===== src/rtl/core/dp2p_fifo.sv =====
// dp2p_fifo: small register queue between front and back.
// Generic width; no package dependency.
`timescale 1ns / 1ps
module dp2p_fifo #(
	parameter int W     = 8,
	parameter int DEPTH = 2
) (
	input  logic         clk,
	input  logic         arst_n,
	input  logic         push,
	input  logic [W-1:0] wdata,
	input  logic         pop,
	output logic [W-1:0] rdata,
	output logic         full,
	output logic         nonempty
);
	localparam int PW = (DEPTH > 1) ? $clog2(DEPTH) : 1;
	localparam int CW = $clog2(DEPTH + 1);

	logic [W-1:0]  mem_q [DEPTH];
	logic [PW-1:0] wr_q, rd_q;
	logic [CW-1:0] cnt_q;

	assign full     = (cnt_q == CW'(DEPTH));
	assign nonempty = (cnt_q != '0);
	assign rdata    = mem_q[rd_q];

	always_ff @(posedge clk) begin
		if (push)
			mem_q[wr_q] <= wdata;
	end

	always_ff @(posedge clk or negedge arst_n) begin
		if (!arst_n) begin
			wr_q  <= '0;
			rd_q  <= '0;
			cnt_q <= '0;
		end else begin
			if (push)
				wr_q <= (wr_q == PW'(DEPTH - 1)) ? '0 : wr_q + 1'b1;
			if (pop)
				rd_q <= (rd_q == PW'(DEPTH - 1)) ? '0 : rd_q + 1'b1;
			if (push && !pop)
				cnt_q <= cnt_q + 1'b1;
			else if (pop && !push)
				cnt_q <= cnt_q - 1'b1;
		end
	end
endmodule


===== config.mk =====
export PLATFORM = sky130hd
export DESIGN_NAME = dp2p_fifo
export DESIGN_NICKNAME = d
export VERILOG_FILES = /design/src/rtl/core/dp2p_fifo.sv
export SDC_FILE = /design/constraint.sdc
export NUM_CORES = 1
export LEC_CHECK = 0
export BUFFER_PORTS_ARGS = -buffer_cell sky130_fd_sc_hd__buf_2
export CAP_MARGIN = 20
export CELL_PAD_IN_SITES_DETAIL_PLACEMENT = 1
export CELL_PAD_IN_SITES_GLOBAL_PLACEMENT = 1
export CORE_MARGIN = 3
export CORE_UTILIZATION = 43
export CTS_CLUSTER_SIZE = 14
export DETAILED_ROUTE_END_ITERATION = 6
export PLACE_DENSITY_LB_ADDON = 0.1
export SYNTH_ARGS = -nofsm -noshare
export SYNTH_HDL_FRONTEND = slang
export SYNTH_SLANG_ARGS = --single-unit

===== constraint.sdc =====
create_clock -name clk -period 2.1 [get_ports clk]
set_input_delay 0.315 -clock clk [delete_from_list [all_inputs] [get_ports clk]]
set_output_delay 0.315 -clock clk [all_outputs]
set_load 0.02 [all_outputs]

==> impl_metrics.ini <==
[placement]
portBuffers = 21
dp_hpwl_um = 902
place_ws_ns = 0.688
gp_congestion = 0.646

[timing]
fmax_mhz = 583
final_hold_viol_count = 0
rsz0062_at_grt = false
tightest_slew_ns = 0.372
period_share = 0.817
tns_ns = 0
finalSetupViolations = 0
maxSlewViolCount = 0
fin_skew_ns = 0.00237
relSlewSlack = 0.752
finalHoldWorstSlack_ns = 0.213
fin_ws_ns = 0.384
fin_crit_ns = 1.72

[logic_synthesis]
syn_area_per_cell_um2 = 18.9
synth_area_um2 = 773
netlist_top_cells_count = 16 x edfxtp_1, 8 x mux2_2, 4 x dfrtp_1, 4 x xor2_1
synth_top_area_cell = edfxtp_1
synth_top_cells_by_area = edfxtp_1 62%, dfrtp_1 13%, mux2_2 12%
synth_nets = 54
yosysWarnings = 0
synth_flop_cell = edfxtp_1
seq_area_frac_synth = 0.751
synth_edf_count = 16
synth_cell_type_count = 13
synth_cells = 41
yosysMostFrequentCell = edfxtp_1
async_flop_share = 0.200
synth-seq-cells = 20
synth_top_area_share = 0.621

[detailed_routing]
drc_errors = 0
drtAntennaViolNets = 0
drt_iter0_markers = 1
wl_per_cell_um = 12.9
drt-total-wl_mm = 1.18
vias = 408
vias_per_cell = 4.48
first_pass_iters = 3

[grt]
met1_usage = 0.122
grt_pass1_vias = 465
grt_max_degree = 12
grt_pass1_wl_mm = 2.01
antenna_found_initial = 0
track_usage = 0.116
use_met3 = 0.0368
overflow = 0
busiest_layer = met2
met2_usage = 0.200

[outcome]
run_status = finished, final reports clean

[floorplanning]
core_area_mm2 = 0.00159
die_y_um = 48.4
die_area_mm2 = 0.00234
boundaryPins = 22
die_w_um = 48.4
num_rows = 14
initial_utilization = 0.485

[cts]
clk_pin_slew_ns = 0.10
clkSinkCount = 20
cts_root_buffer = clkbuf_4
cts_tree = built
post-cts-setup-buffers = 0
clock_latency_ns = 0.28
clockBufferDepth = 2
numCtsBuffers = 3
ctsHtreeMaxLevel = 1

[setup_path]
start_kind = register
required_ns = 1.78
cp-end-kind = output port
critPathKind = reg -> out
arrival_ns = 1.40
cp_max_fo = 9

[final_layout]
syn_to_final_growth_pct = 21.7
multi_input_area_um2 = 178
diodes = 0
fillers = 157
fin_nets = 81
drive_above_1_share = 0.522
regArea_um2 = 581

[job]
maxCapViolations = 0

[power_and_ir_drop]
seqPwrFrac = 0.516
comb_power_share = 0.339
p_leak_nw = 0.384
power_density_mw_per_mm2 = 1260
sw_frac_of_total = 0.332
p_switching_mw = 0.394
p_int_mw = 0.794
max-vdd-ir-drop_mv = 0.748
clockPowerShare = 0.145

[min_path]
hold_path.class = in -> reg
-- placed cells by master, fill, tap and decap left out, drive strengths merged --
master / instances
clkinv: 1
ha: 1
and2b: 1
buf: 22
dlygate4sd3: 1
dfrtp: 4
edfxtp: 16
clkbuf: 3
or2: 1
xor2: 4
nor2b: 1
inv: 1
xnor2: 1
nor2: 1
and2: 1
mux2: 8
-- worst max-delay path, stage by stage, from the launching register on --
cell	delay (ns)
dfrtp_1	0.58
mux2_2	0.38
buf_2	0.16
-- flip-flops by register name (all words and copies together), names as in the netlist --
name,flops
rd_q,1
mem_q,16
cnt_q,2
wr_q,1
-- worst paths after layout --
kind                          start           to  slack [ns]  cells past startpoint
hold / removal             wdata[2]  mem_q[1][2]        0.21                      1
max in group asynchronous    arst_n     cnt_q[0]        1.63                      2
hold reg to reg            cnt_q[1]     cnt_q[1]        0.50                      1
setup reg to reg               wr_q  mem_q[1][6]        1.00                      1
setup / recovery               rd_q     rdata[1]        0.38                      2
min in group asynchronous    arst_n         rd_q        0.36                      2
-- final cells by class --
| class | instances | area share |
|---|---|---|
| sequential | 20 | 0.617 |
| multi-input combinational | 19 | 0.189 |
| timing repair buffer | 23 | 0.130 |
| tap | 24 | 0.0319 |
| clock buffer | 3 | 0.0239 |
| clock inverter | 1 | 0.00399 |
| inverter | 1 | 0.00399 |
-- power groups by stage --
stage          Clock, mW  Sequential (mW)  Combinational (mW)
4_1_cts            0.181            0.617               0.409
6_report           0.172            0.613               0.403
5_1_grt            0.203            0.630               0.437
3_5_place_dp           0            0.626               0.407
2_1_floorplan          0            0.581               0.331
3_3_place_gp           0            0.617               0.399
-- cell families after synthesis --
group	share of synthesized area
and+or+nand+nor	0.0405
DFF	0.751
buffers and inverters	0.0194
xor gates and xnor gates	0.0566
adders and majority gates	0.0162
muxes	0.117
-- layer usage --
layer | up-vias | part of all wire
met5 | - | 0
met4 | 0 | 0.014
met3 | 2 | 0.063
met2 | 12 | 0.53
met1 | 193 | 0.39
li1 | 201 | -
-- stage by stage --
step                cell area, µm²  instances  power, mW  utilization
floorplan                      773         41      0.912            -
global placement               905         86       1.02        0.568
detailed placement             905         86       1.03        0.568
CTS                            941         91       1.21        0.590
global route                   941         91       1.27        0.590
finish                         941         91       1.19        0.590
-- what timing repair did --
item	CTS	global route
gates resized for setup	0	0
hold buffers	1	0
endpoints found under the hold margin	4	0
No activity file was read; power rests on OpenSTA's default activity.
