==> config.mk <==
export PLATFORM = sky130hd
export DESIGN_NAME = dp2p_back
export DESIGN_NICKNAME = d
export VERILOG_FILES = /design/src/rtl/core/dp2p_pkg.sv /design/src/rtl/core/dp2p_back.sv
export SDC_FILE = /design/constraint.sdc
export NUM_CORES = 2
export LEC_CHECK = 0
export ABC_AREA = 1
export BUFFER_PORTS_ARGS = -buffer_cell sky130_fd_sc_hd__buf_2
export CAP_MARGIN = 40
export CORE_ASPECT_RATIO = 0.8
export CORE_MARGIN = 2
export CORE_UTILIZATION = 60
export CTS_BUF_LIST = sky130_fd_sc_hd__clkbuf_2
export DETAILED_ROUTE_END_ITERATION = 8
export HOLD_SLACK_MARGIN = 0.1
export PLACE_DENSITY = 0.82
export REMOVE_ABC_BUFFERS = 1
export SKIP_CTS_REPAIR_TIMING = 1
export SLEW_MARGIN = 20
export SYNTH_ARGS = -nofsm -noshare
export SYNTH_HDL_FRONTEND = slang
export SYNTH_SLANG_ARGS = --single-unit
==> constraint.sdc <==
create_clock -name clk -period 20.4 [get_ports clk]
set_clock_uncertainty 0.2 [all_clocks]
set_input_delay 4.08 -clock clk [delete_from_list [all_inputs] [get_ports clk]]
set_output_delay 4.08 -clock clk [all_outputs]
set_load 0.03 [all_outputs]
==> src/rtl/core/dp2p_pkg.sv <==
// dp2p_pkg: shared types and constants of the depth pixel to point core.
// No dependencies; every other file of the core but dp2p_fifo imports it.
`timescale 1ns / 1ps
package dp2p_pkg;

	localparam int ROW_W   = 12;
	localparam int DEPTH_W = 16;
	localparam int MAGY_W  = 16;
	localparam int CIDX_W  = 3;
	localparam int CDATA_W = 24;

	// register indices
	localparam logic [CIDX_W-1:0] REG_ENABLE      = 3'd0;
	localparam logic [CIDX_W-1:0] REG_IMAGE_WIDTH = 3'd1;
	localparam logic [CIDX_W-1:0] REG_CENTER_COL  = 3'd2;
	localparam logic [CIDX_W-1:0] REG_CENTER_ROW  = 3'd3;
	localparam logic [CIDX_W-1:0] REG_INV_FOCAL_X = 3'd4;
	localparam logic [CIDX_W-1:0] REG_INV_FOCAL_Y = 3'd5;

	localparam logic [12:0] RST_IMAGE_WIDTH = 13'd640;
	localparam logic [15:0] RST_CENTER_COL  = 16'd5120;
	localparam logic [15:0] RST_CENTER_ROW  = 16'd3840;
	localparam logic [23:0] RST_INV_FOCAL   = 24'd31457;

	localparam logic KIND_POINT = 1'b0;
	localparam logic KIND_RANGE = 1'b1;

	localparam logic [1:0] COORD_X    = 2'd0;
	localparam logic [1:0] COORD_Y    = 2'd1;
	localparam logic [1:0] COORD_Z    = 2'd2;
	localparam logic [1:0] COORD_DIST = 2'd3;

	localparam logic signed [31:0] S32_MAX = 32'sh7fff_ffff;
	localparam logic signed [31:0] S32_MIN = 32'sh8000_0000;

	typedef struct packed {
		logic        enable;
		logic [12:0] image_width;
		logic [15:0] center_col;
		logic [15:0] center_row;
		logic [23:0] inv_focal_x;
		logic [23:0] inv_focal_y;
	} cfg_t;

	typedef struct packed {
		logic [15:0] depth_mm;
		logic        frame_start;
		logic        frame_end;
	} pixel_t;

	typedef struct packed {
		logic               kind;
		logic signed [31:0] point_x;
		logic signed [31:0] point_y;
		logic [23:0]        point_z;
		logic [30:0]        point_dist;
		logic               point_invalid;
		logic [1:0]         range_coord;
		logic signed [31:0] range_min;
		logic signed [31:0] range_max;
		logic               range_empty;
		logic               last;
	} result_t;

	// classified pixel handed from front to back
	typedef struct packed {
		logic [15:0] depth_mm;
		logic        frame_start;
		logic        frame_end;
		logic        ok;
		logic        neg_x;
		logic        neg_y;
	} job_t;

	typedef enum logic [3:0] {
		B_IDLE, B_PXA, B_PXB, B_PYA, B_PYB, B_SQX, B_SQY, B_SQZ, B_SUM,
		B_SQRT, B_UPD, B_EMIT
	} back_state_t;

endpackage

==> src/rtl/core/dp2p_back.sv <==
// dp2p_back: projection, distance, frame ranges and result beats.
// Depends on dp2p_pkg; one shared multiplier and a bit-pair square root.
`timescale 1ns / 1ps
module dp2p_back #(
	parameter int MAG_W = 16
) (
	input  logic                 clk,
	input  logic                 arst_n,
	input  dp2p_pkg::cfg_t       cfg,
	input  logic                 q_nonempty,
	output logic                 q_pop,
	input  dp2p_pkg::job_t       q_job,
	input  logic [MAG_W-1:0]     q_mag_x,
	input  logic [dp2p_pkg::MAGY_W-1:0] q_mag_y,
	output logic                 result_valid,
	input  logic                 result_stall,
	output dp2p_pkg::result_t    result
);
	import dp2p_pkg::*;

	localparam int MA_W = ((MAG_W + 16) > 32) ? (MAG_W + 16) : 32;
	localparam int MP_W = MA_W + 32;
	localparam int P2   = MAG_W + 40;
	localparam int QW   = P2 - 19;

	back_state_t state_q, state_d;

	job_t               job_q;
	logic [MAG_W-1:0]   mag_x_q;
	logic [MAGY_W-1:0]  mag_y_q;
	logic [MP_W-1:0]    prod_q;
	logic signed [31:0] x_q, y_q, dist_q;
	logic               sat_q;
	logic [63:0]        acc_q, res_q, bit_q;
	logic [4:0]         cnt_q;
	logic [2:0]         beat_q;
	logic signed [31:0] min_q [4];
	logic signed [31:0] max_q [4];

	logic [MA_W-1:0]    mul_a;
	logic [31:0]        mul_b;
	logic [MP_W-1:0]    mul_p;
	logic [31:0]        abs_x, abs_y;
	logic               rnd_neg, rnd_sat;
	logic [QW-1:0]      rnd_q;
	logic signed [31:0] rnd_v;
	logic [63:0]        trial;
	logic signed [31:0] z_s, dist_c;
	logic signed [31:0] val [4];
	logic               out_free, beat_load, beat_last;
	logic [1:0]         rc;
	result_t            beat;

	assign abs_x = x_q[31] ? 32'(-x_q) : 32'(x_q);
	assign abs_y = y_q[31] ? 32'(-y_q) : 32'(y_q);
	assign z_s   = 32'({job_q.depth_mm, 8'h00});

	always_comb begin
		mul_a = '0;
		mul_b = '0;
		case (state_q)
			B_PXA: begin mul_a = MA_W'(mag_x_q); mul_b = 32'(job_q.depth_mm); end
			B_PXB: begin mul_a = MA_W'(prod_q[MAG_W+15:0]); mul_b = 32'(cfg.inv_focal_x); end
			B_PYA: begin mul_a = MA_W'(mag_y_q); mul_b = 32'(job_q.depth_mm); end
			B_PYB: begin mul_a = MA_W'(prod_q[31:0]); mul_b = 32'(cfg.inv_focal_y); end
			B_SQX: begin mul_a = MA_W'(abs_x); mul_b = abs_x; end
			B_SQY: begin mul_a = MA_W'(abs_y); mul_b = abs_y; end
			B_SQZ: begin mul_a = MA_W'(z_s); mul_b = z_s; end
			default: begin mul_a = '0; mul_b = '0; end
		endcase
	end
	assign mul_p = mul_a * MP_W'(mul_b);

	// round Q.28 to Q.8, ties away from zero, then saturate to int32
	assign rnd_neg = (state_q == B_PYA) ? job_q.neg_x : job_q.neg_y;
	always_comb begin
		rnd_q   = QW'(((P2 + 1)'(prod_q[P2-1:0]) + (P2 + 1)'(20'h80000)) >> 20);
		rnd_sat = 1'b0;
		if (rnd_neg) begin
			if (rnd_q > QW'(64'h8000_0000)) begin
				rnd_sat = 1'b1;
				rnd_v   = S32_MIN;
			end else begin
				rnd_v = -$signed(rnd_q[31:0]);
			end
		end else if (rnd_q > QW'(64'h7fff_ffff)) begin
			rnd_sat = 1'b1;
			rnd_v   = S32_MAX;
		end else begin
			rnd_v = $signed(rnd_q[31:0]);
		end
	end

	assign trial = res_q + bit_q;

	always_comb begin
		if (sat_q || (res_q[63:31] != '0))
			dist_c = S32_MAX;
		else
			dist_c = $signed({1'b0, res_q[30:0]});
	end

	assign val[0] = x_q;
	assign val[1] = y_q;
	assign val[2] = z_s;
	assign val[3] = dist_c;

	// result beat: beat 0 is the point, beats 1..4 the ranges
	assign rc = 2'(beat_q - 3'd1);
	always_comb begin
		beat = '0;
		if (beat_q == 3'd0) begin
			beat.kind          = KIND_POINT;
			beat.point_invalid = !job_q.ok;
			if (job_q.ok) begin
				beat.point_x    = x_q;
				beat.point_y    = y_q;
				beat.point_z    = {job_q.depth_mm, 8'h00};
				beat.point_dist = dist_q[30:0];
			end
		end else begin
			beat.kind        = KIND_RANGE;
			beat.range_coord = rc;
			if (min_q[rc] > max_q[rc]) begin
				beat.range_empty = 1'b1;
			end else begin
				beat.range_min = min_q[rc];
				beat.range_max = max_q[rc];
			end
		end
		beat.last = beat_last;
	end
	assign beat_last = ((beat_q == 3'd0) && !job_q.frame_end) || (beat_q == 3'd4);
	assign out_free  = !result_valid || !result_stall;
	assign beat_load = (state_q == B_EMIT) && out_free;
	assign q_pop     = (state_q == B_IDLE) && q_nonempty;

	always_comb begin
		state_d = state_q;
		case (state_q)
			B_IDLE:  if (q_nonempty) state_d = q_job.ok ? B_PXA : B_EMIT;
			B_PXA:   state_d = B_PXB;
			B_PXB:   state_d = B_PYA;
			B_PYA:   state_d = B_PYB;
			B_PYB:   state_d = B_SQX;
			B_SQX:   state_d = B_SQY;
			B_SQY:   state_d = B_SQZ;
			B_SQZ:   state_d = B_SUM;
			B_SUM:   state_d = B_SQRT;
			B_SQRT:  if (cnt_q == 5'd31) state_d = B_UPD;
			B_UPD:   state_d = B_EMIT;
			B_EMIT:  if (beat_load && beat_last) state_d = B_IDLE;
			default: state_d = B_IDLE;
		endcase
	end

	always_ff @(posedge clk or negedge arst_n) begin
		if (!arst_n)
			state_q <= B_IDLE;
		else
			state_q <= state_d;
	end

	// datapath
	always_ff @(posedge clk) begin
		case (state_q)
			B_IDLE: begin
				job_q   <= q_job;
				mag_x_q <= q_mag_x;
				mag_y_q <= q_mag_y;
				sat_q   <= 1'b0;
			end
			B_PXA, B_PXB, B_PYB: prod_q <= mul_p;
			B_PYA: begin
				prod_q <= mul_p;
				x_q    <= rnd_v;
				sat_q  <= rnd_sat;
			end
			B_SQX: begin
				prod_q <= mul_p;
				y_q    <= rnd_v;
				sat_q  <= sat_q | rnd_sat;
			end
			B_SQY: begin
				prod_q <= mul_p;
				acc_q  <= prod_q[63:0];
			end
			B_SQZ: begin
				prod_q <= mul_p;
				acc_q  <= acc_q + prod_q[63:0];
			end
			B_SUM: begin
				acc_q <= acc_q + prod_q[63:0];
				res_q <= '0;
				bit_q <= 64'h4000_0000_0000_0000;
				cnt_q <= '0;
			end
			B_SQRT: begin
				if (acc_q >= trial) begin
					acc_q <= acc_q - trial;
					res_q <= (res_q >> 1) + bit_q;
				end else begin
					res_q <= res_q >> 1;
				end
				bit_q <= bit_q >> 2;
				cnt_q <= cnt_q + 5'd1;
			end
			B_UPD: dist_q <= dist_c;
			default: ;
		endcase
	end

	// frame ranges, cleared on the first pixel of a frame
	always_ff @(posedge clk or negedge arst_n) begin
		if (!arst_n) begin
			for (int i = 0; i < 4; i++) begin
				min_q[i] <= S32_MAX;
				max_q[i] <= S32_MIN;
			end
		end else if (q_pop && q_job.frame_start) begin
			for (int i = 0; i < 4; i++) begin
				min_q[i] <= S32_MAX;
				max_q[i] <= S32_MIN;
			end
		end else if (state_q == B_UPD) begin
			for (int i = 0; i < 4; i++) begin
				if (val[i] < min_q[i]) min_q[i] <= val[i];
				if (val[i] > max_q[i]) max_q[i] <= val[i];
			end
		end
	end

	// beat counter and output register
	always_ff @(posedge clk or negedge arst_n) begin
		if (!arst_n) begin
			beat_q       <= '0;
			result_valid <= 1'b0;
		end else begin
			if (q_pop)
				beat_q <= '0;
			else if (beat_load)
				beat_q <= beat_q + 3'd1;
			if (beat_load)
				result_valid <= 1'b1;
			else if (!result_stall)
				result_valid <= 1'b0;
		end
	end

	always_ff @(posedge clk) begin
		if (beat_load)
			result <= beat;
	end
endmodule

==> results_dict.tcl <==
set metrics [dict create \
    outcome "finished with violations" \
    violations "design-rule violations" \
    criticalPathCategory "input pin to register" \
    critPathTopFamily "adder cells" \
    grt_max_degree 112 \
    r2r-start "state_q[1]" \
    ys.flop_type "edfxtp_1" \
    crit_buf_inv 7 \
    antenna_found_initial 17 \
    final_nets 13865 \
    clock-sinks 791 \
    cpPeakStageDelay_ns 0.75 \
    slew_viol_final 0 \
    r2r_end "prod_q[57]" \
    cts-root-buf "clkbuf_2" \
    pin_count 342 \
    critPathMaxFanout 19 \
    ys_top_cells_by_area "fa_1 20%, edfxtp_1 18%, ha_1 9.9%, nand2_1 9.8%, inv_1 9.6%" \
    port_buffers 287 \
    cts_htree_levels 4 \
    endpoint "prod_q[57]" \
    yosys.area.top_type_share 0.198 \
    place.gp.congestion 1.07 \
    routed_wl_mm 351 \
    ys_ff_latch 791 \
    fp-row-count 127 \
    setup_tns_ns 0 \
    clkTransAtPathRegs_ns 0.10 \
    async_flop_share 0.295 \
    die_y_um 352 \
    crit_start "cfg[29]" \
    multi_input_area_um2 58000 \
    finalCritPeriodShare 0.596 \
    core_region_area_um2 150000 \
    drt_iter0_drc 11889 \
    synth-edff-count 558 \
    ys_warn_count 0 \
    grt_util_all_layers 0.452 \
    grt_overflow 0 \
    syn_area_um2 90700 \
    worstSetupPathDepth 27 \
    drv_cap 0 \
    hold_path_class "register to register" \
    fmax_ghz 0.0823 \
    wl_per_cell_um 24.6 \
    netlist_instances 11718 \
    clockBufferDepth 3 \
    clock_latency_ns 1.77 \
    cp-start-kind "input pin" \
    dpl_cell_area_um2 95000 \
    start_util 0.605 \
    slew_headroom 0.239 \
    via_per_inst 6.08 \
    critPathRequiredTime_ns 21.65 \
    fill_cells 12938 \
    numCtsBuffers 205 \
    die_area_um2 154000 \
    vias 86910 \
    drt_pass1_iterations 9 \
    grt_pass1_wl_mm 516 \
    die_w_um 439 \
    setup_viol 0 \
    syn_to_final_growth_pct 7.64 \
    hpwl_mm 281 \
    worst_slew_pin_slew_ns 1.14 \
    rsz0062_at_grt "no" \
    yosysTopAreaCell "fa_1" \
    ff2ff_setup_slack_ns 8.26 \
    register_area_um2 22700 \
    ys_types 67 \
    hold_viol_final 0 \
    holdPathStages 2 \
    crit_slowest_cell "inv_1" \
    post-route-drc-count 60 \
    critPathCaptureType "register" \
    finalCriticalPeriod_ns 12.15 \
    grt_pass1_vias 83437 \
    detail-route-antenna-nets 0 \
    final_layout_size_suffix_gt1_frac 0.0888 \
    final_area_um2 97600 \
    ff2ff_path_depth 33 \
    cp.arrival_ns 13.41 \
    cts_tree "yes" \
    ys_seq_area_frac 0.251 \
    synth_area_per_cell_um2 7.74 \
    whs_ns 0.268 \
    cpMostUsedCell "fa_1" \
]
==> cells in the mapped netlist (6+ instances only) <==
master	count
or2_2	46
nand2_1	2372
o221ai_1	16
nand4_1	87
nand3b_1	25
nor3_2	8
nor2_2	21
fa_1	898
a211oi_1	16
o21a_1	31
nand2_2	9
a221oi_1	19
o211ai_1	55
dfrtp_1	119
buf_1	24
a21oi_1	587
and3_1	12
a21boi_0	21
buf_2	71
buf_4	15
ha_1	716
nor4_1	45
inv_2	14
o21bai_1	35
nand3_1	472
o21ai_0	614
nand3_2	7
a22oi_1	31
a31oi_1	85
o2111ai_1	6
nor2_1	1466
a22o_1	15
xnor2_1	79
o22ai_1	116
clkinv_1	14
a21o_1	27
clkbuf_1	230
dfstp_2	114
xor2_1	125
o21ai_1	6
nor3_1	119
edfxtp_1	558
inv_1	2319
==> worst reg2reg max path, delay by kind of cell, from the launching register on <==
kind / cells / cell delay, ns
DFF: 1 / 0.48
adders and majority gates: 9 / 4.37
and+or+nand+nor: 12 / 4.27
buffers and inverters: 11 / 2.29
xor gates and xnor gates: 1 / 0.21
==> flip-flops by register name (all words and copies together) (netlist names), 32 cells and up <==
name    count
res_q      64
min_q     112
result    181
max_q     113
acc_q      64
y_q        32
bit_q      32
x_q        32
prod_q     64
==> worst min path at each step <==
stage	start	endpoint	slack (ns)
floorplan	min_q[10]	min_q[10]	0.24
global placement	min_q[21]	min_q[21]	0.25
detailed placement	min_q[10]	min_q[10]	0.25
CTS	min_q[11]	min_q[11]	0.27
global route	min_q[9]	min_q[9]	0.29
finish	min_q[11]	min_q[11]	0.27
==> per-layer routing <==
| metal | global-route usage | share of wire |
|---|---|---|
| met1 | 0.608 | 0.38 |
| met2 | 0.621 | 0.39 |
| met3 | 0.166 | 0.15 |
| met4 | 0.271 | 0.070 |
| met5 | 0 | 0.00017 |
==> layout by cell type (no fill, tap or decap), drive strengths merged, types with 27 or more instances in the layout <==
| master | count |
|---|---|
| o21ai | 625 |
| o21bai | 35 |
| o21a | 31 |
| dfstp | 114 |
| a21o | 27 |
| o22ai | 116 |
| nor4 | 47 |
| clkbuf | 289 |
| a31oi | 85 |
| xor2 | 127 |
| ha | 716 |
| o211ai | 55 |
| clkinv | 99 |
| dfrtp | 119 |
| a21oi | 589 |
| nand3 | 479 |
| nand4 | 87 |
| buf | 486 |
| xnor2 | 80 |
| nand2 | 2381 |
| fa | 898 |
| edfxtp | 558 |
| or2 | 46 |
| a22oi | 31 |
| inv | 2340 |
| nor2 | 1490 |
| nor3 | 127 |
==> layout make-up <==
type / count / share of cell area
timing repair buffer: 494 / 0.0357
clock buffer: 283 / 0.0145
clock inverter: 98 / 0.00643
tap: 1999 / 0.0256
multi-input combinational: 8261 / 0.594
sequential: 791 / 0.233
antenna: 17 / 0.000436
inverter: 2347 / 0.0903
==> kinds of logic (layout without fill, tap and decap cells) <==
kind of cell,Yosys count,in the layout,synth area share
AOI/OAI and AO/OA,1708,1708,0.107
other,2,43,0.0000828
DFF,791,791,0.251
and+or+nand+nor,4706,4706,0.212
buffers and inverters,2690,3222,0.113
xor gates and xnor gates,207,207,0.0204
adders and majority gates,1614,1614,0.297
==> metrics by stage <==
step                setup slack, ns  cells  utilization
floorplan                      8.32  11399            -
global placement               6.56  13809        0.629
detailed placement             6.89  13855        0.633
CTS                            8.71  14236        0.647
global route                   8.13  14283        0.651
finish                         8.25  14290        0.651
Power is left out: the tool's default activity adds up to more than one toggle a clock period on the data nets, which glitch-free logic cannot reach.
