### config.mk
export PLATFORM = sky130hd
export DESIGN_NAME = dp2p_front
export DESIGN_NICKNAME = d
export VERILOG_FILES = /design/src/rtl/core/dp2p_pkg.sv /design/src/rtl/core/dp2p_front.sv
export SDC_FILE = /design/constraint.sdc
export NUM_CORES = 1
export LEC_CHECK = 0
export ABC_AREA = 0
export ABC_CLOCK_PERIOD_IN_PS = 6700
export BUFFER_PORTS_ARGS = -buffer_cell sky130_fd_sc_hd__buf_4
export CAP_MARGIN = 20
export CELL_PAD_IN_SITES_DETAIL_PLACEMENT = 2
export CELL_PAD_IN_SITES_GLOBAL_PLACEMENT = 2
export CORE_ASPECT_RATIO = 0.6
export CORE_MARGIN = 2
export CORE_UTILIZATION = 29
export CTS_BUF_LIST = sky130_fd_sc_hd__clkbuf_8
export CTS_CLUSTER_DIAMETER = 120
export CTS_CLUSTER_SIZE = 25
export DETAILED_ROUTE_END_ITERATION = 10
export GPL_TIMING_DRIVEN = 0
export PLACE_DENSITY = 0.95
export RECOVER_POWER = 50
export SETUP_SLACK_MARGIN = 0.15
export SLEW_MARGIN = 20
export SYNTH_ARGS = -nofsm -noshare
export SYNTH_HDL_FRONTEND = slang
export SYNTH_SLANG_ARGS = --single-unit
### constraint.sdc
create_clock -name clk -period 6.7 [get_ports clk]
set_clock_uncertainty 0.2 [all_clocks]
set_input_delay 0.335 -clock clk [delete_from_list [all_inputs] [get_ports clk]]
set_output_delay 0.335 -clock clk [all_outputs]
set_load 0.005 [all_outputs]
### src/rtl/core/dp2p_pkg.sv
// dp2p_pkg: shared types and constants of the depth pixel to point core.
// No dependencies; every other file of the core but dp2p_fifo imports it.
`timescale 1ns / 1ps
package dp2p_pkg;

	localparam int ROW_W   = 12;
	localparam int DEPTH_W = 16;
	localparam int MAGY_W  = 16;
	localparam int CIDX_W  = 3;
	localparam int CDATA_W = 24;

	// register indices
	localparam logic [CIDX_W-1:0] REG_ENABLE      = 3'd0;
	localparam logic [CIDX_W-1:0] REG_IMAGE_WIDTH = 3'd1;
	localparam logic [CIDX_W-1:0] REG_CENTER_COL  = 3'd2;
	localparam logic [CIDX_W-1:0] REG_CENTER_ROW  = 3'd3;
	localparam logic [CIDX_W-1:0] REG_INV_FOCAL_X = 3'd4;
	localparam logic [CIDX_W-1:0] REG_INV_FOCAL_Y = 3'd5;

	localparam logic [12:0] RST_IMAGE_WIDTH = 13'd640;
	localparam logic [15:0] RST_CENTER_COL  = 16'd5120;
	localparam logic [15:0] RST_CENTER_ROW  = 16'd3840;
	localparam logic [23:0] RST_INV_FOCAL   = 24'd31457;

	localparam logic KIND_POINT = 1'b0;
	localparam logic KIND_RANGE = 1'b1;

	localparam logic [1:0] COORD_X    = 2'd0;
	localparam logic [1:0] COORD_Y    = 2'd1;
	localparam logic [1:0] COORD_Z    = 2'd2;
	localparam logic [1:0] COORD_DIST = 2'd3;

	localparam logic signed [31:0] S32_MAX = 32'sh7fff_ffff;
	localparam logic signed [31:0] S32_MIN = 32'sh8000_0000;

	typedef struct packed {
		logic        enable;
		logic [12:0] image_width;
		logic [15:0] center_col;
		logic [15:0] center_row;
		logic [23:0] inv_focal_x;
		logic [23:0] inv_focal_y;
	} cfg_t;

	typedef struct packed {
		logic [15:0] depth_mm;
		logic        frame_start;
		logic        frame_end;
	} pixel_t;

	typedef struct packed {
		logic               kind;
		logic signed [31:0] point_x;
		logic signed [31:0] point_y;
		logic [23:0]        point_z;
		logic [30:0]        point_dist;
		logic               point_invalid;
		logic [1:0]         range_coord;
		logic signed [31:0] range_min;
		logic signed [31:0] range_max;
		logic               range_empty;
		logic               last;
	} result_t;

	// classified pixel handed from front to back
	typedef struct packed {
		logic [15:0] depth_mm;
		logic        frame_start;
		logic        frame_end;
		logic        ok;
		logic        neg_x;
		logic        neg_y;
	} job_t;

	typedef enum logic [3:0] {
		B_IDLE, B_PXA, B_PXB, B_PYA, B_PYB, B_SQX, B_SQY, B_SQZ, B_SUM,
		B_SQRT, B_UPD, B_EMIT
	} back_state_t;

endpackage

### src/rtl/core/dp2p_front.sv
// dp2p_front: accepts pixels, tracks column/row, forms centred offsets.
// Depends on dp2p_pkg.
`timescale 1ns / 1ps
module dp2p_front #(
	parameter int MAX_WIDTH = 4096
) (
	input  logic            clk,
	input  logic            arst_n,
	input  dp2p_pkg::cfg_t  cfg,
	input  logic            pixel_valid,
	output logic            pixel_stall,
	input  dp2p_pkg::pixel_t pixel,
	input  logic            q_full,
	output logic            q_push,
	output dp2p_pkg::job_t  job,
	output logic [((($clog2(MAX_WIDTH) + 4) > 16) ? ($clog2(MAX_WIDTH) + 4) : 16)-1:0] mag_x,
	output logic [dp2p_pkg::MAGY_W-1:0] mag_y
);
	import dp2p_pkg::*;

	localparam int COL_W = $clog2(MAX_WIDTH);
	localparam int MAG_W = ((COL_W + 4) > 16) ? (COL_W + 4) : 16;

	logic [COL_W-1:0] col_q, col_use;
	logic [ROW_W-1:0] row_q, row_use;
	logic [17:0]      w_eff;
	logic [MAG_W:0]   dx;
	logic [MAGY_W:0]  dy;

	assign pixel_stall = q_full;
	assign q_push      = pixel_valid && !q_full;

	assign col_use = pixel.frame_start ? '0 : col_q;
	assign row_use = pixel.frame_start ? '0 : row_q;

	always_comb begin
		w_eff = 18'(cfg.image_width);
		if (cfg.image_width == '0)
			w_eff = 18'd1;
		else if (18'(cfg.image_width) > 18'(MAX_WIDTH))
			w_eff = 18'(MAX_WIDTH);
	end

	assign dx = (MAG_W + 1)'({col_use, 4'b0000}) - (MAG_W + 1)'(cfg.center_col);
	assign dy = (MAGY_W + 1)'({row_use, 4'b0000}) - (MAGY_W + 1)'(cfg.center_row);

	always_comb begin
		job.depth_mm    = pixel.depth_mm;
		job.frame_start = pixel.frame_start;
		job.frame_end   = pixel.frame_end;
		job.ok          = cfg.enable && (pixel.depth_mm != '0);
		job.neg_x       = dx[MAG_W];
		job.neg_y       = dy[MAGY_W];
		mag_x = dx[MAG_W] ? MAG_W'(-dx) : dx[MAG_W-1:0];
		mag_y = dy[MAGY_W] ? MAGY_W'(-dy) : dy[MAGY_W-1:0];
	end

	always_ff @(posedge clk or negedge arst_n) begin
		if (!arst_n) begin
			col_q <= '0;
			row_q <= '0;
		end else if (q_push) begin
			if ((18'(col_use) + 18'd1) >= w_eff) begin
				col_q <= '0;
				row_q <= row_use + 1'b1;
			end else begin
				col_q <= col_use + 1'b1;
				row_q <= row_use;
			end
		end
	end
endmodule

==> results of run 1 <==
power by group:
part	internal [mW]	switching (mW)	total, mW	leakage [nW]
logic	0.116	0.134	0.250	2.12
registers	0.148	0.00423	0.153	0.332
clock network	0.0527	0.0545	0.107	0.0288
per-stage QoR:
step / area [um2] / util, % / worst slack (ns)
after global routing: 5169 / 38.05 / 0.3730
after CTS: 5199 / 38.27 / 1.118
final: 5169 / 38.05 / 0.6561
after floorplan: 4006 / - / 2.673
after detailed placement: 5134 / 37.79 / 1.302
after global placement: 5134 / 37.79 / 1.563
how the worst max path moves through the flow:
stage                endpoint  slack [ns]  cells past startpoint
floorplan           mag_x[15]        2.67                     12
global placement    mag_y[15]        1.56                     14
detailed placement  mag_x[13]        1.30                     16
CTS                 mag_y[15]        1.12                     14
global route        mag_y[15]        0.37                     14
finish              mag_y[15]        0.66                     14
routing by layer:
| metal | vias up | track usage [%] | wire length [um] |
|---|---|---|---|
| li1 | 2121 | - | - |
| met1 | 2405 | 32.84 | 8385 |
| met2 | 179 | 47.53 | 9846 |
| met3 | 65 | 3.864 | 954 |
| met4 | 0 | 11.01 | 738 |
| met5 | - | 0 | 0 |
flip-flops by register name, summed over array words and instances, names as in the netlist:
name   count
col_q     12
row_q     12
layout make-up:
class	instances	share of cell area, %
buffer	39	4.454
clock buffer	4	1.065
inverter	43	3.123
multi-input combinational	436	58.32
sequential	24	11.62
tap	175	4.236
timing repair buffer	122	17.19
cell usage in the layout (no fill, tap or decap), types with 6 or more instances in the layout:
cell type	instances
a21o_1	7
nor2_1	33
nor4_1	8
and3_1	8
nand3_1	15
nand2b_1	8
o31ai_1	6
clkbuf_4	16
nor2b_1	28
nand2_1	69
clkbuf_1	24
nor3_1	11
xnor2_1	50
buf_4	119
a21oi_1	20
nand4_1	9
dfrtp_1	24
o21ai_0	18
or3_1	6
xor2_1	26
ha_1	41
o41ai_1	6
o21bai_1	6
inv_1	40
kinds of logic (layout without fill, tap and decap cells):
group           count (synthesis)  count (layout)  share of synthesized area [%]
fa+ha+maj                      41              41                          12.80
flops                          24              24                          14.99
buf+inv                        82             208                          9.775
xor+xnor                       76              76                          16.61
compound gates                105             105                          18.49
mux                             3               3                         0.7496
simple gates                  211             211                          26.58
what timing repair did:
item	CTS	global route
endpoints found under the hold margin	24	0
setup buffers	0	0
hold buffers	1	0
endpoints found under the setup margin	0	0
synthesized netlist by cell type, drive strengths merged, types with 11 or more instances:
cell type   n  share of area (%)
inv        41                3.8
a21oi      21                2.7
buf        23                4.2
xor2       26                5.7
ha         41                 13
nor3       11                1.4
nand2      69                6.5
xnor2      50                 11
clkbuf     16                1.5
dfrtp      24                 15
nand3      15                1.9
nor2       33                3.1
nor2b      28                4.4
o21ai      19                2.4
critical path, stage by stage:
cell and delay, ns:
clkbuf_1 0.45, clkbuf_1 0.52, clkbuf_1 0.56, nor2b_1 0.21, ha_1 0.43, a21oi_1 0.43, o22ai_1 0.18, o211ai_1 0.46
nand2_1 0.15, nor3_1 0.48, or4b_1 0.55, o41ai_1 0.44, xnor2_1 0.18, buf_4 0.13
==> summary.txt, run 1 <==
Outcome
  • Outcome: finished with violations
  • Violated checks: max-capacitance violations

Worst setup path
  • CP required: 6.16 ns
  • Worst r2r src: col_q[0]
  • CP endpoint kind: output port
  • Reg-to-reg critical path endpoint: col_q[3]
  • Peak fanout along the critical path: 10
  • Start point of the critical path: pixel[1]
  • Worst Reg-to-Reg Cells: 14
  • Reg2reg setup slack: 1.88 ns
  • Critical Path Start Type: input port
  • Worst path arrival time: 5.51 ns
  • Setup CP Type: in2out

Place
  • Post-DP HPWL: 14,660 um
  • DP Cell Count: 838
  • Gp weighted congestion: 0.8454
  • Port bufs: 121

Flow run
  • Number of max-cap violations: 1

Detailed routing
  • Detailed-route wire length per cell: 23.64 um
  • Vias: 4,770
  • DRT Wirelength: 19,930 um
  • # DRC: 0
  • Vias per cell: 5.658
  • Initial drt markers: 299
  • Antenna-violating nets left: 0
  • Pre-Repair DR Iteration Count: 5

Logic synthesis
  • Most used DFF post-synth: dfrtp_1
  • Syn_nets: 699
  • Seq/Total Area, Yosys: 14.99%
  • Yosys Warn Count: 0
  • Netlist cell types: 62
  • Post-Syn Area: 4006 um2
  • Post-synth EDFFs: 0
  • Avg Cell Area, Syn: 7.392 um2
  • Async set or reset register ratio after synthesis: 100.0%
  • Synthesized flop and latch total: 24
  • Syn Inst Count: 542

Timing
  • RSZ-0062 raised after global routing: no
  • Final Hold Viols: 0
  • Setup TNS: 0 ns
  • Fmax: 165.5 MHz
  • Period minus WS final: 6.044 ns
  • Final setup violation count: 0
  • Hold WS: 0.3560 ns
  • Final number of max-transition violations: 0
  • Max-slew headroom: 0.1359%
  • Worst-margin pin slew: 1.498 ns
  • Tcrit/Tclk final: 90.21%

Finish
  • Final net count: 826
  • Layout Cells excl Fill: 843
  • Share of cells above drive strength 1: 22.16%
  • Total area of sequential cells: 600.6 um2
  • N_diodes: 0
  • Filler instances: 1,576
  • Synth-to-Final Area Change: 29.01%
  • Area of the multi-input gates: 3014 um2

Clocking
  • Worst-Skew Late Latency: 0.28 ns
  • CTS resizes: 0
  • Max clock buf depth: 2
  • CTS clk-pin slew, worst paths: 0.09 ns
  • CTS tree: built
  • Max H-tree Level: 1
  • Total CTS buffers: 3
  • # clock sinks: 24
  • Root Buffer Master: clkbuf_8

GRT
  • Largest net degree at the start of global routing: 25
  • Total grt overflow: 0
  • Initial antenna violation count: 0
  • GRT Overall Usage: 26.71%
  • Vias in the first global route: 5,467
  • First-pass GRT wire length: 30,660 um

Hold path
  • Hold_sp: col_q[1]
  • HP Class: reg2reg
  • Worst Hold Depth: 2
  • Hold endpoint: col_q[1]

Die
  • Height of the die: 95.05 um
  • I/O pin cnt: 171
  • Core Region: 13,580 um2
  • Starting Density: 29.49%
  • Die Width: 155.7 um
  • Die ar.: 14,800 um2
  • Cell Rows: 33

Power
  • Power per cell area: 98.72 nW/um2
  • Leakage: 2.485 nW
  • Worst VDD drop: 0.06779 mV
  • Final Power: 0.5103 mW
(Power assumes the default switching activity.)
==> inputs of run 2 (changes only) <==
--- a/config.mk
+++ b/config.mk
@@ -9,11 +9,11 @@
 export ABC_CLOCK_PERIOD_IN_PS = 6700
 export BUFFER_PORTS_ARGS = -buffer_cell sky130_fd_sc_hd__buf_4
 export CAP_MARGIN = 20
-export CELL_PAD_IN_SITES_DETAIL_PLACEMENT = 2
-export CELL_PAD_IN_SITES_GLOBAL_PLACEMENT = 2
+export CELL_PAD_IN_SITES_DETAIL_PLACEMENT = 0
+export CELL_PAD_IN_SITES_GLOBAL_PLACEMENT = 1
 export CORE_ASPECT_RATIO = 0.6
 export CORE_MARGIN = 2
-export CORE_UTILIZATION = 29
+export CORE_UTILIZATION = 37
 export CTS_BUF_LIST = sky130_fd_sc_hd__clkbuf_8
 export CTS_CLUSTER_DIAMETER = 120
 export CTS_CLUSTER_SIZE = 25
==> summary.txt, run 2 (same netlist as run 1, synthesis figures left out) <==
Die
  • Die Width: 138.3 um
  • Core Region: 10,560 um2
  • Height of the die: 84.60 um
  • Starting Density: 37.94%
  • Die ar.: 11,700 um2
  • I/O pin cnt: 171
  • Cell Rows: 29

Detailed routing
  • # DRC: 0
  • Pre-Repair DR Iteration Count: 7
  • Vias: 4,252
  • Antenna-violating nets left: 0
  • Initial drt markers: 309
  • Detailed-route wire length per cell: 14.34 um
  • DRT Wirelength: 11,560 um
  • Vias per cell: 5.275

Clocking
  • CTS tree: built
  • Root Buffer Master: clkbuf_8
  • Post-CTS Setup Repair Bufs: 0
  • Total CTS buffers: 3
  • CTS clk-pin slew, worst paths: 0.07 ns
  • CTS resizes: 0
  • Worst-Skew Late Latency: 0.27 ns
  • CTS Hold Bufs: 1
  • Max clock buf depth: 2
  • # clock sinks: 24
  • Max H-tree Level: 1

Timing
  • Setup slack after layout: 1.154 ns
  • Final number of max-transition violations: 0
  • Final setup violation count: 0
  • Tcrit/Tclk final: 82.78%
  • Final Hold Viols: 0
  • Setup TNS: 0 ns
  • Worst-margin pin slew: 1.312 ns
  • Period minus WS final: 5.546 ns
  • RSZ-0062 raised after global routing: no
  • Fmax: 180.3 MHz
  • Hold WS: 0.3151 ns
  • Max-slew headroom: 12.55%

Power
  • P_int: 0.3037 mW
  • Switching share of total power: 34.24%
  • Worst VDD drop: 0.05523 mV
  • Power share of the clock group: 18.2%
  • Power per cell area: 90.25 nW/um2
  • Leakage: 2.485 nW
  • Switching Power: 0.1581 mW
  • Logic pwr share: 49.0%
  • Sequential power share: 32.8%
  • Final Power: 0.4618 mW

Finish
  • Layout Cells excl Fill: 806
  • Fin util: 48.47%
  • Final instance area: 5117 um2
  • Most frequent cells in the layout: buf_4, nand2_1, xnor2_1
  • N_diodes: 0
  • Share of cells above drive strength 1: 22.34%
  • Biggest regs: col_q x12, row_q x12
  • Most common cell after layout, fill and taps aside: buf_4
  • Final net count: 826
  • Synth-to-Final Area Change: 27.73%

GRT
  • Total grt overflow: 0
  • Vias in the first global route: 4,039
  • GRT Overall Usage: 19.43%
  • First-pass GRT wire length: 19,340 um
  • Initial antenna violation count: 0
  • Largest net degree at the start of global routing: 25

Worst setup path
  • Worst path arrival time: 5.01 ns
  • Peak fanout along the critical path: 10
  • Reg2reg setup slack: 2.59 ns
  • Worst r2r src: col_q[4]
  • Worst Reg-to-Reg Cells: 16
  • Reg-to-reg critical path endpoint: col_q[11]
  • CP required: 6.16 ns
  • Setup CP Type: in2out
  • CP endpoint kind: output port
  • Critical Path Start Type: input port

Hold path
  • HP Class: reg2reg
  • Hold endpoint: col_q[5]
  • Worst Hold Depth: 2
  • Hold_sp: col_q[5]

Place
  • Port bufs: 121
  • DP Worst Slack: 1.510 ns
  • Post-DP HPWL: 9807 um
  • Instance area at placement: 5089 um2
  • Gp weighted congestion: 0.8701
  • DP Cell Count: 802

Outcome
  • Outcome: finished clean

Flow run
  • Number of max-cap violations: 0
run 2: cell types whose count changed in the layout (fill, tap and decap cells not counted):
cell / previous run / this run
clkbuf_1: 24 / 22
clkbuf_4: 16 / 18
clkbuf_8: 4 / 3
run 2: critical path, cell delays in order:
cell and delay [ns]:
clkbuf_1 0.42, clkbuf_1 0.44, clkbuf_1 0.50, nor2b_1 0.15, ha_1 0.36, a21o_1 0.22
a221o_1 0.45, a221oi_1 0.50, o21bai_1 0.18, a2111oi_0 0.43, or3_1 0.17, buf_2 0.20
buf_4 0.23, o31ai_1 0.10, xnor2_1 0.18, buf_4 0.14
run 2: layout make-up:
| type | instances | area, um2 |
|---|---|---|
| Multi-Input combinational cell | 436 | 3014 |
| Inverter | 43 | 161.4 |
| Tap cell | 139 | 173.9 |
| Timing Repair Buffer | 122 | 895.9 |
| Sequential cell | 24 | 600.6 |
| Clock buffer | 3 | 41.29 |
| Buffer | 39 | 230.2 |
| Fill cell | 1040 | 5441 |
run 2: worst max-delay path by stage:
stage	from	endpoint	slack, ns	depth (start not counted)
2_1_floorplan	pixel[1]	mag_x[15]	2.67	12
3_3_place_gp	pixel[1]	mag_x[11]	1.66	16
3_5_place_dp	pixel[1]	mag_x[11]	1.51	16
4_1_cts	pixel[1]	mag_x[11]	1.50	16
5_1_grt	pixel[1]	mag_x[10]	0.77	16
6_report	pixel[1]	mag_x[10]	1.15	16
run 2: power by group through the flow:
stage	logic, mW	registers, mW	clock network (mW)
floorplan	0.124	0.154	0
global placement	0.221	0.154	0
detailed placement	0.228	0.154	0
CTS	0.229	0.151	0.0853
global route	0.249	0.152	0.0905
finish	0.227	0.152	0.0838
run 2: layer usage:
layer  wire length (um)  up-vias  track usage (%)
met5                  0        -                0
met4                 46        0            1.670
met3                549        6            2.624
met2               5189      104            32.04
met1               5776     2013            28.21
li1                   -     2129                -
==> inputs of run 3 (changes only) <==
--- a/config.mk
+++ b/config.mk
@@ -6,20 +6,20 @@
 export NUM_CORES = 1
 export LEC_CHECK = 0
 export ABC_AREA = 0
-export ABC_CLOCK_PERIOD_IN_PS = 6700
+export ABC_CLOCK_PERIOD_IN_PS = 5500
 export BUFFER_PORTS_ARGS = -buffer_cell sky130_fd_sc_hd__buf_4
 export CAP_MARGIN = 20
 export CELL_PAD_IN_SITES_DETAIL_PLACEMENT = 0
 export CELL_PAD_IN_SITES_GLOBAL_PLACEMENT = 1
 export CORE_ASPECT_RATIO = 0.6
 export CORE_MARGIN = 2
-export CORE_UTILIZATION = 37
+export CORE_UTILIZATION = 35
 export CTS_BUF_LIST = sky130_fd_sc_hd__clkbuf_8
 export CTS_CLUSTER_DIAMETER = 120
 export CTS_CLUSTER_SIZE = 25
 export DETAILED_ROUTE_END_ITERATION = 10
 export GPL_TIMING_DRIVEN = 0
-export PLACE_DENSITY = 0.95
+export PLACE_DENSITY = 0.94
 export RECOVER_POWER = 50
 export SETUP_SLACK_MARGIN = 0.15
 export SLEW_MARGIN = 20
==> constraint.sdc (replaced) <==
create_clock -name clk -period 5.5 [get_ports clk]
set_clock_uncertainty 0.2 [all_clocks]
set_input_delay 0.275 -clock clk [delete_from_list [all_inputs] [get_ports clk]]
set_output_delay 0.275 -clock clk [all_outputs]
set_load 0.005 [all_outputs]
==> summary.txt, run 3 (same netlist as run 1, synthesis figures left out) <==
Outcome
  • Outcome: finished clean

Place
  • Post-DP HPWL: 9818 um
  • Port bufs: 121
  • Instance area at placement: 5095 um2
  • Gp weighted congestion: 0.8567
  • DP Cell Count: 807
  • DP Worst Slack: 0.3829 ns

Clocking
  • Total CTS buffers: 3
  • Max H-tree Level: 1
  • Max clock buf depth: 2
  • CTS tree: built
  • Post-CTS Setup Repair Bufs: 0
  • # clock sinks: 24
  • CTS clk-pin slew, worst paths: 0.10 ns
  • Root Buffer Master: clkbuf_8
  • Worst-Skew Late Latency: 0.28 ns

GRT
  • Initial antenna violation count: 0
  • First-pass GRT wire length: 18,710 um
  • Total grt overflow: 0
  • Largest net degree at the start of global routing: 25
  • Vias in the first global route: 4,009
  • GRT Overall Usage: 18.46%

Hold path
  • Hold endpoint: col_q[0]
  • Hold_sp: col_q[0]
  • Worst Hold Depth: 2
  • HP Class: reg2reg

Timing
  • Tcrit/Tclk final: 90.33%
  • Setup TNS: 0 ns
  • Final number of max-transition violations: 0
  • Setup slack after layout: 0.5319 ns
  • Hold WS: 0.3216 ns
  • Worst-margin pin slew: 1.373 ns
  • Fmax: 201.3 MHz
  • Period minus WS final: 4.968 ns
  • Final Hold Viols: 0
  • Final setup violation count: 0
  • Max-slew headroom: 8.467%
  • RSZ-0062 raised after global routing: no

Worst setup path
  • CP required: 5.03 ns
  • CP endpoint kind: output port
  • Start point of the critical path: pixel[1]
  • Reg2reg setup slack: 1.41 ns
  • Worst r2r src: col_q[0]
  • Reg-to-reg critical path endpoint: col_q[11]
  • Worst path arrival time: 4.49 ns
  • Worst Reg-to-Reg Cells: 14
  • Setup CP Type: in2out
  • Critical Path Start Type: input port
  • Peak fanout along the critical path: 10

Die
  • Starting Density: 35.70%
  • I/O pin cnt: 171
  • Cell Rows: 30
  • Core Region: 11,220 um2
  • Height of the die: 86.88 um
  • Die Width: 142.1 um
  • Die ar.: 12,350 um2

Finish
  • Area of the multi-input gates: 3014 um2
  • Biggest regs: col_q x12, row_q x12
  • Total area of sequential cells: 600.6 um2
  • Layout Cells excl Fill: 812
  • Filler instances: 1,101
  • Final instance area: 5146 um2
  • Final net count: 826
  • Synth-to-Final Area Change: 28.45%
  • Most frequent cells in the layout: buf_4, nand2_1, xnor2_1
  • N_diodes: 0
  • Most common cell after layout, fill and taps aside: buf_4
  • Fin util: 45.85%
  • Share of cells above drive strength 1: 22.90%

Power
  • Worst VDD drop: 0.07549 mV
  • Leakage: 2.502 nW
  • Power per cell area: 113.8 nW/um2
  • Final Power: 0.5854 mW

Detailed routing
  • Vias per cell: 5.167
  • Pre-Repair DR Iteration Count: 5
  • Vias: 4,196
  • Initial drt markers: 236
  • # DRC: 0
  • Antenna-violating nets left: 0
  • Detailed-route wire length per cell: 14.39 um
  • DRT Wirelength: 11,690 um

Flow run
  • Number of max-cap violations: 0
run 3: cell count changes in the layout (fill, tap and decap cells not counted), sizes merged:
cell  previous run  this run
buf            120       121
run 3: how the worst max path moves through the flow:
stage | to | slack [ns]
after floorplan | mag_x[15] | 1.59
after global placement | mag_x[13] | 0.56
after detailed placement | mag_x[13] | 0.38
after CTS | mag_x[13] | 0.36
after global routing | mag_x[11] | 0.24
final | mag_x[13] | 0.53
run 3: worst max-delay path, cell delays in order:
cell and delay [ns]:
buf_4 0.16, clkbuf_1 0.44, clkbuf_2 0.38, nor2b_1 0.13, ha_1 0.34, a21o_1 0.23
a221o_1 0.45, a221oi_1 0.50, o21bai_1 0.15, a2111oi_0 0.40, or3_1 0.18, buf_2 0.21
buf_4 0.23, o31ai_1 0.10, xor2_1 0.15, buf_4 0.15
run 3: timing repair:
item,CTS,global route
gates resized for setup,0,2
hold buffers,1,0
endpoints found under the hold margin,24,0
setup endpoints to repair,0,10
run 3: metal layers:
metal | vias up | global-route usage (%) | part of all wire [%]
met5 | - | 0 | 0
li1 | 2130 | - | -
met3 | 4 | 2.089 | 5.0
met2 | 103 | 30.30 | 45
met1 | 1959 | 26.64 | 49
met4 | 0 | 3.000 | 0.58
run 3: final cells by class:
type,count,area share [%]
timing repair buffer,122,17.55
inverter,43,3.136
tap,144,3.501
buffer,39,4.498
sequential,24,11.67
clock buffer,4,1.070
multi-input combinational,436,58.57
run 3: where the power goes:
group	internal [mW]	switching [mW]	leakage, nW
combinational	0.141	0.135	2.14
sequential	0.181	0.00383	0.332
clock	0.0641	0.0605	0.0288
